$ cat src/hdl/mmbf_fifo.sv
// Small synchronous queue with full and empty flags.
module mmbf_fifo #(
  parameter int W     = 8,
  parameter int DEPTH = 2
) (
  input  logic         clk_i,
  input  logic         rst_ni,
  input  logic         push_i,
  input  logic [W-1:0] wdata_i,
  output logic         full_o,
  input  logic         pop_i,
  output logic [W-1:0] rdata_o,
  output logic         empty_o
);
  localparam int PW = (DEPTH > 1) ? $clog2(DEPTH) : 1;

  logic [W-1:0]  mem [DEPTH];
  logic [PW-1:0] wptr_q, rptr_q;
  logic [PW:0]   cnt_q;
  logic          do_push, do_pop;

  assign full_o  = (cnt_q == (PW+1)'(DEPTH));
  assign empty_o = (cnt_q == '0);
  assign do_push = push_i && !full_o;
  assign do_pop  = pop_i && !empty_o;
  assign rdata_o = mem[rptr_q];

  always_ff @(posedge clk_i) begin
    if (do_push) begin
      mem[wptr_q] <= wdata_i;
    end
  end

  always_ff @(posedge clk_i or negedge rst_ni) begin
    if (!rst_ni) begin
      wptr_q <= '0;
      rptr_q <= '0;
      cnt_q  <= '0;
    end else begin
      if (do_push) begin
        wptr_q <= (wptr_q == PW'(DEPTH - 1)) ? '0 : wptr_q + 1'b1;
      end
      if (do_pop) begin
        rptr_q <= (rptr_q == PW'(DEPTH - 1)) ? '0 : rptr_q + 1'b1;
      end
      if (do_push && !do_pop) begin
        cnt_q <= cnt_q + 1'b1;
      end else if (do_pop && !do_push) begin
        cnt_q <= cnt_q - 1'b1;
      end
    end
  end
endmodule

$ cat config.mk
export PLATFORM = sky130hd
export DESIGN_NAME = mmbf_fifo
export DESIGN_NICKNAME = d
export VERILOG_FILES = /design/src/hdl/mmbf_fifo.sv
export SDC_FILE = /design/constraint.sdc
export NUM_CORES = 1
export LEC_CHECK = 0
export ABC_AREA = 0
export BUFFER_PORTS_ARGS = -buffer_cell sky130_fd_sc_hd__buf_4
export CAP_MARGIN = 20
export CORE_ASPECT_RATIO = 0.6
export CORE_MARGIN = 3
export CORE_UTILIZATION = 30
export DETAILED_ROUTE_END_ITERATION = 8
export PLACE_DENSITY = 0.54
export SETUP_SLACK_MARGIN = 0.3
export SLEW_MARGIN = 20
export SYNTH_ARGS = -nofsm -noshare
export SYNTH_HDL_FRONTEND = slang
export SYNTH_SLANG_ARGS = --single-unit
$ cat constraint.sdc
create_clock -name clk_i -period 3.15 [get_ports clk_i]
set_input_delay 0.315 -clock clk_i [delete_from_list [all_inputs] [get_ports clk_i]]
set_output_delay 0.315 -clock clk_i [all_outputs]
set_load 0.02 [all_outputs]
[After elaboration in Yosys (flattened, before gate mapping)]
Memory sizes are Yosys's and may differ from the RTL's.
Index checks and enable logic that the tools add are counted.
Storage, ports and cells
  register bits after elaboration: 4
  bits in writable memories: 16
  memories: 1
  output and inout bits: 10
  input bits: 12
  logic and storage cells: 25
Memories
  mem: depth 2, width 8, rd ports 1, clocked after memory_dff 0, write ports 1, line 17  | logic [W-1:0] mem [DEPTH];
Operators by class
  reduce and logical (&&, ||, !) cells: 10
  equality and inequality tests: 1
  add/sub/neg operators: 4
  multiplexer cells: 6
Operator list (number)
  logical AND 1 bit: 4
  logical NOT 1 bit: 4
  2-to-1 mux 1 bit: 4
  2-to-1 mux 2 bit: 2
  adder 1 bit (second input constant): 2
  adder 2 x 1 -> 2 bit (second input constant): 1
  equality test 2 bit (second input constant): 1
  logical NOT 2 bit: 1
  nonzero test 2 bit: 1
  subtractor 2 x 1 -> 2 bit (second input constant): 1

[Depth between registers and ports, before layout]
Gate-level depths: netlist (run 1).
  depth in word-level cells: 7
  gate-level depth with buffers: 7
  mapped depth without buffers: 7

[Worst setup path before layout (run 1)]
No wires, ideal clock.
  path kind: flip-flop to flip-flop
  start point: register cnt_q[0]
  end point: memory mem[0][0] (enable)
  slack: 1758 ps
  data required time: 2780 ps
  cell stages (with the launch flop): 4
  clock period less this slack: 1392 ps
  library setup time: 370 ps
  arrival time: 1022 ps
  buffers on the path: 0
  cell sequence: dfrtp_1 > nand2b_1 > nand2_2 > nor2_1
On the way
  longest elaborated chain between the ends: 5
RTL lines
  start, declared: line 19  | logic [PW:0] cnt_q;
  start signal, assigned: line 47  | cnt_q <= cnt_q + 1'b1;
  start signal, assigned: line 49  | cnt_q <= cnt_q - 1'b1;
  equality test 2 bit: line 22  | assign full_o = (cnt_q == (PW+1)'(DEPTH));
  logical NOT 1 bit: line 24  | assign do_push = push_i && !full_o;
  logical AND 1 bit: line 24
  2-to-1 mux 1 bit: line 29  | if (do_push) begin
  2-to-1 mux 1 bit (implied by the code): line 30  | mem[wptr_q] <= wdata_i;
  end, declared: line 17
Every way passes these cells.

[Worst setup path after layout (run 1)]
  start point: register rptr_q
  end point: output rdata_o[2]
On the way
  longest elaborated chain between the ends: 1
RTL lines
  start, declared: line 18  | logic [PW-1:0] wptr_q, rptr_q;
  start signal, assigned: line 44  | rptr_q <= (rptr_q == PW'(DEPTH - 1)) ? '0 : rptr_q + 1'b1;
  memory (2 x 8 bit)
  end, declared: line 12  | output logic [W-1:0] rdata_o,
Every way passes these cells.

==> flow_summary_export.csv, run 1 <==
group,metric,value,unit
synthesis,ys_warns,0,
clocking,worst_skew_pair.late_latency,0.25,ns
clocking,cts_tree,"yes",
clocking,post_cts_resize_count,0,
floorplanning,die_outline_width,71.9,µm
final_layout,mostFrequentLayoutCells,"buf_4, edfxtp_1, mux2_1",
synthesis,syn-mean-instance-area,17.8,µm²
floorplanning,initial_utilization,0.339,
placement,io_buffer_count,21,
sta,tightest_slew,0.725,ns
final_layout,drive_above_1_share,0.406,
synthesis,post_synth_instance_area,782,µm²
clocking,clock_pin_slew_on_the_worst_setup_and_hold_paths,0.07,ns
final_layout,finalCoreUtilization,0.445,
critical_path,critPathCaptureType,"primary output",
sta,finish_stage_setup_viols,0,
routing,detail-route-antenna-nets,0,
critical_path,cp_data_required_time,2.83,ns
power,power-per-cell-area,926,nW/µm²
min_path,worstHoldPathCells,1,
power,p_total,0.952,mW
routing,vias_per_cell,4.21,
critical_path,worst_r2r_path_depth,3,
routing,drt-initial-drc-count,6,
clocking,clk_path_buf_depth,2,
power,p_leak,0.419,nW
synthesis,syn_nets,57,
placement,detailed_place_hpwl,1.01,mm
routing,routed_wirelength,1.34,mm
floorplanning,io_pins,22,
sta,report.final.hold_viol_count,0,
final_layout,antenna_cells,0,
floorplanning,chipHeight,45.5,µm
routing,drcViolationCount,0,
critical_path,worst-endpoint-arrival,1.39,ns
synthesis,synthCells,44,
synthesis,yosys.cell_types.count,15,
floorplanning,coreArea,2310,µm²
floorplanning,fp-row-count,13,
routing,drt_first_pass_iters,2,
clocking,htreeDepth,1,
floorplanning,die_outline_area,3280,µm²
sta,fmax,585,MHz
power,vdd_drop_max,367,µV
sta,max_clock_skew,0.00432,ns
global_route,global_route.overflow_total,0,
min_path,worstHoldPathType,"input port to register",
global_route,grt_first_pass_wirelength,2.08,mm
synthesis,ys_seq_area_frac,0.742,
routing,vias,417,
placement,rd_place_congestion,0.628,
sta,finalCritPeriodShare,0.543,
critical_path,crit_path_max_fanout,9,
clocking,number_of_sinks_on_the_clock_net,20,
global_route,groute.usage.overall,0.0897,
clocking,cts_buffer_count,3,
global_route,grt_max_degree,12,
status,status,"completed",
sta,rsz0062_at_grt,"no",
sta,final_period_minus_worst_setup_slack,1.71,ns
routing,detail_route.wl_per_cell,13.5,µm
clocking,clk_root_buffer_cell,"clkbuf_8",
run,max_cap_violations,0,
final_layout,syn_to_final_growth,31.4,%
critical_path,timing_worst_setup_path_type,"register to primary output",
global_route,first_global_vias,410,
critical_path,cp-start-kind,"register",
sta,finalMaxSlewViolations,0,
sta,slew_headroom,0.515,
synthesis,number_of_synthesized_register_bits,20,
sta,finalSetupTns,0,ns
final_layout,final_net_count,83,
final_layout,mostFrequentLayoutCell,"buf_4",
global_route,grt_antenna_before_repair,0,
layer usage:
metal / track usage / up-vias / share of wire
met5: 0 / - / 0
met2: 0.130 / 15 / 0.44
met1: 0.121 / 195 / 0.49
met4: 0 / 0 / 0
met3: 0.0573 / 0 / 0.073
li1: - / 207 / -
critical path: stages, from the launching register on:
cell,delay [ns]
dfrtp_1,0.60
mux2_2,0.39
buf_4,0.16
power breakdown:
part	internal, mW	switching (mW)	total [mW]
clock network	0.0865	0.0753	0.162
logic	0.173	0.188	0.361
registers	0.370	0.0586	0.429
final timing paths:
| check | start | endpoint | slack (ns) |
|---|---|---|---|
| max | rptr_q | rdata_o[2] | 1.44 |
| min | wdata_i[2] | mem[0][2] | 0.25 |
| max reg2reg | cnt_q[0] | mem[0][3] | 1.51 |
| min reg2reg | wptr_q | wptr_q | 0.52 |
| max in group asynchronous | rst_ni | wptr_q | 2.65 |
| min in group asynchronous | rst_ni | rptr_q | 0.40 |
sequential cells by signal (all words and copies together), names as in the netlist:
register / count
cnt_q: 2
wptr_q: 1
mem: 16
rptr_q: 1
what timing repair did:
item,in CTS,in global routing
hold buffers,1,0
setup endpoints to repair,0,0
buffers inserted,0,0
hold endpoints to repair,4,0
layout make-up:
class	count	area, µm²
Inverter	2	7.51
Clock inverter	1	3.75
Sequential cell	20	581
Tap cell	30	37.5
Multi-Input combinational cell	21	189
Fill cell	213	1280
Clock buffer	3	41.3
Timing Repair Buffer	22	168
cells by family (layout without fill, tap and decap cells):
| group | Yosys count | count (layout) | synth area share |
|---|---|---|---|
| buffers and inverters | 3 | 28 | 0.0160 |
| and+or+nand+nor | 6 | 6 | 0.0384 |
| AOI/OAI and AO/OA | 1 | 1 | 0.00639 |
| muxes | 8 | 8 | 0.115 |
| adders and majority gates | 1 | 1 | 0.0160 |
| xor gates and xnor gates | 5 | 5 | 0.0656 |
| DFF | 20 | 20 | 0.742 |
Yosys cell counts, drive strengths merged:
cell	n	share of area
dfrtp	4	0.13
ha	1	0.016
edfxtp	16	0.61
and3	1	0.0080
mux2	8	0.12
o21ai	1	0.0064
nand2	1	0.0080
nor2	3	0.014
buf	1	0.0064
inv	2	0.0096
nand2b	1	0.0080
xor2	2	0.022
xnor2	3	0.043
stage by stage:
| step | hold WS (ns) | cell area (µm²) | cells | worst slack, ns |
|---|---|---|---|---|
| floorplan | 0.0194 | 782 | 44 | 1.76 |
| global placement | 0.116 | 972 | 94 | 1.61 |
| detailed placement | 0.116 | 972 | 94 | 1.50 |
| CTS | 0.238 | 1030 | 99 | 1.41 |
| global route | 0.231 | 1030 | 99 | 1.35 |
| finish | 0.246 | 1030 | 99 | 1.44 |
(Power assumes the default switching activity.)
==> run 2, diff against run 1 <==
PLACE_DENSITY = 0.56   (was 0.54)
clock period = 1.5 ns   (was 3.15 ns; I/O delays follow)
==> run 2 against run 1 <==
Core utilization up 13 points. Cell count up 16%. Combinational power grew to 4.2 times the previous value. Clock skew fell by 0.00080 ns. Power grew to 2.9 times the previous value. First-iteration DRC count rose to 2.5 times the previous value. Clock power increased by 110%. Global-route usage grew 2.4 points. Sequential power rose by 110%. Worst setup slack got worse by 1.3 ns. Routed wire length increased by 20%. Largest cell class unchanged. Highest routed layer is now met4.
==> flow_summary_export.csv, run 2 (synthesis gave the netlist of run 1 again) <==
group,metric,value,unit
status,status,"completed",
routing,detail_route.wl_per_cell,14.0,µm
global_route,global_route.overflow_total,0,
min_path,worstHoldPathType,"input port to register",
final_layout,syn_to_final_growth,68.3,%
sta,finalMaxSlewViolations,0,
routing,drt-initial-drc-count,15,
clocking,clk_path_buf_depth,2,
final_layout,largest-register,"mem",
sta,tightest_slew,0.223,ns
clocking,worst_skew_pair.late_latency,0.26,ns
floorplanning,die_outline_area,3280,µm²
clocking,number_of_sinks_on_the_clock_net,20,
sta,final_period_minus_worst_setup_slack,1.41,ns
power,pwr-share-clk,0.126,
floorplanning,chipHeight,45.5,µm
final_layout,layout.area.seq,584,µm²
power,switching_share,0.325,
final_layout,finalCoreUtilization,0.570,
clocking,clock_pin_slew_on_the_worst_setup_and_hold_paths,0.07,ns
critical_path,critPathCaptureType,"primary output",
critical_path,r2r_slack,0.16,ns
critical_path,cp_data_required_time,1.35,ns
clocking,cts_buffer_count,3,
final_layout,antenna_cells,0,
floorplanning,io_pins,22,
floorplanning,fp-row-count,13,
run,max_cap_violations,0,
final_layout,final.fill_count,186,
global_route,grt_antenna_before_repair,0,
final_layout,final_cell_area,1320,µm²
routing,drcViolationCount,0,
critical_path,crit_path_max_fanout,3,
sta,report.final.hold_viol_count,0,
critical_path,timing_worst_setup_path_type,"register to primary output",
placement,io_buffer_count,21,
final_layout,mostFrequentLayoutCells,"buf_6, buf_4, edfxtp_1",
sta,rsz0062_at_grt,"yes",
routing,detail-route-antenna-nets,0,
placement,rd_place_congestion,0.648,
floorplanning,die_outline_width,71.9,µm
power,internal_power,1.86,mW
clocking,clk_root_buffer_cell,"clkbuf_8",
critical_path,worst-endpoint-arrival,1.26,ns
routing,drt_first_pass_iters,3,
sta,max_clock_skew,0.00352,ns
routing,vias_per_cell,4.55,
placement,detailed_place_hpwl,1.01,mm
power,p_total,2.76,mW
routing,vias,523,
final_layout,largest_register_ffs,16,
floorplanning,initial_utilization,0.339,
power,p_leak,0.559,nW
routing,routed_wirelength,1.61,mm
global_route,grt_max_degree,12,
final_layout,multi_input_comb_area,279,µm²
sta,fmax,712,MHz
placement,postPlaceCellArea,1010,µm²
sta,slew_headroom,0.851,
global_route,groute.usage.overall,0.114,
power,vdd_drop_max,1070,µV
power,p_switching,0.896,mW
global_route,grt_first_pass_wirelength,2.58,mm
clocking,cts_tree,"yes",
clocking,htreeDepth,1,
floorplanning,coreArea,2310,µm²
final_layout,mostFrequentLayoutCell,"buf_6",
sta,finalSetupTns,0,ns
sta,finalCritPeriodShare,0.937,
critical_path,cp-start-kind,"register",
global_route,first_global_vias,527,
power,power-per-cell-area,2100,nW/µm²
power,seq_power_share,0.329,
sta,finish_stage_setup_viols,0,
final_layout,drive_above_1_share,0.729,
final_layout,final_net_count,99,
power,share_comb_of_total_power,0.546,
final_layout,reg_top3,"mem (16), cnt_q (2)",
run 2: cell types whose count changed in the layout (fill, tap and decap cells not counted), moves of 2 or more:
cell     before  now
mux2_1        6    0
dfrtp_2       0    3
nor2_1        3    1
dfrtp_1       4    1
buf_4        21   17
inv_2         0    2
buf_6         0   20
inv_1         2    0
mux2_4        0    7
nor2_4        0    2
run 2: layout make-up:
cell class              instances  share of cell area
clock buffers                   3              0.0314
clock inverters                 1             0.00285
inverters                       2             0.00570
multi-input cells              21               0.212
flip-flops and latches         20               0.444
well taps                      30              0.0285
repair buffers                 38               0.276
run 2: power by group through the flow:
stage	combinational, mW	clock, mW	sequential, mW
2_1_floorplan	0.567	0	0.856
3_3_place_gp	0.844	0	0.908
3_5_place_dp	0.849	0	0.917
4_1_cts	1.27	0.360	0.889
5_1_grt	1.61	0.387	0.924
6_report	1.51	0.346	0.907
run 2: worst max-delay path, cell delays in order (launching register included):
cell and delay (ns):
dfrtp_2 0.43, buf_4 0.14, mux2_4 0.30, buf_6 0.13
run 2: timing repair:
action / CTS / global route
setup endpoints to repair: 19 / 21
pin swaps: 3 / 3
hold buffers: 1 / 0
gates resized for setup: 25 / 15
hold endpoints to repair: 4 / 0
setup buffers: 8 / 5
run 2: final timing paths:
kind,cells past startpoint,startpoint,endpoint
max,3,rptr_q,rdata_o[0]
min,1,wdata_i[2],mem[0][2]
max reg2reg,7,cnt_q[0],cnt_q[1]
min reg2reg,1,wptr_q,wptr_q
max in group asynchronous,2,rst_ni,rptr_q
min in group asynchronous,2,rst_ni,cnt_q[1]
run 2: through the flow:
| stage | std cells | hold WS (ns) | setup slack (ns) |
|---|---|---|---|
| floorplan | 44 | -0.146 | 0.199 |
| global placement | 97 | -0.0468 | 0.185 |
| detailed placement | 97 | -0.0493 | 0.153 |
| CTS | 110 | 0.0673 | 0.102 |
| global route | 115 | 0.0577 | 0.0560 |
| finish | 115 | 0.0758 | 0.0947 |
run 2: per-layer routing:
layer  global-route usage  routed length, µm  up-vias
li1                     -                  -      238
met1                0.130                670      263
met2                0.182                801       17
met3               0.0551                111        5
met4               0.0562                 26        0
met5                    0                  0        -
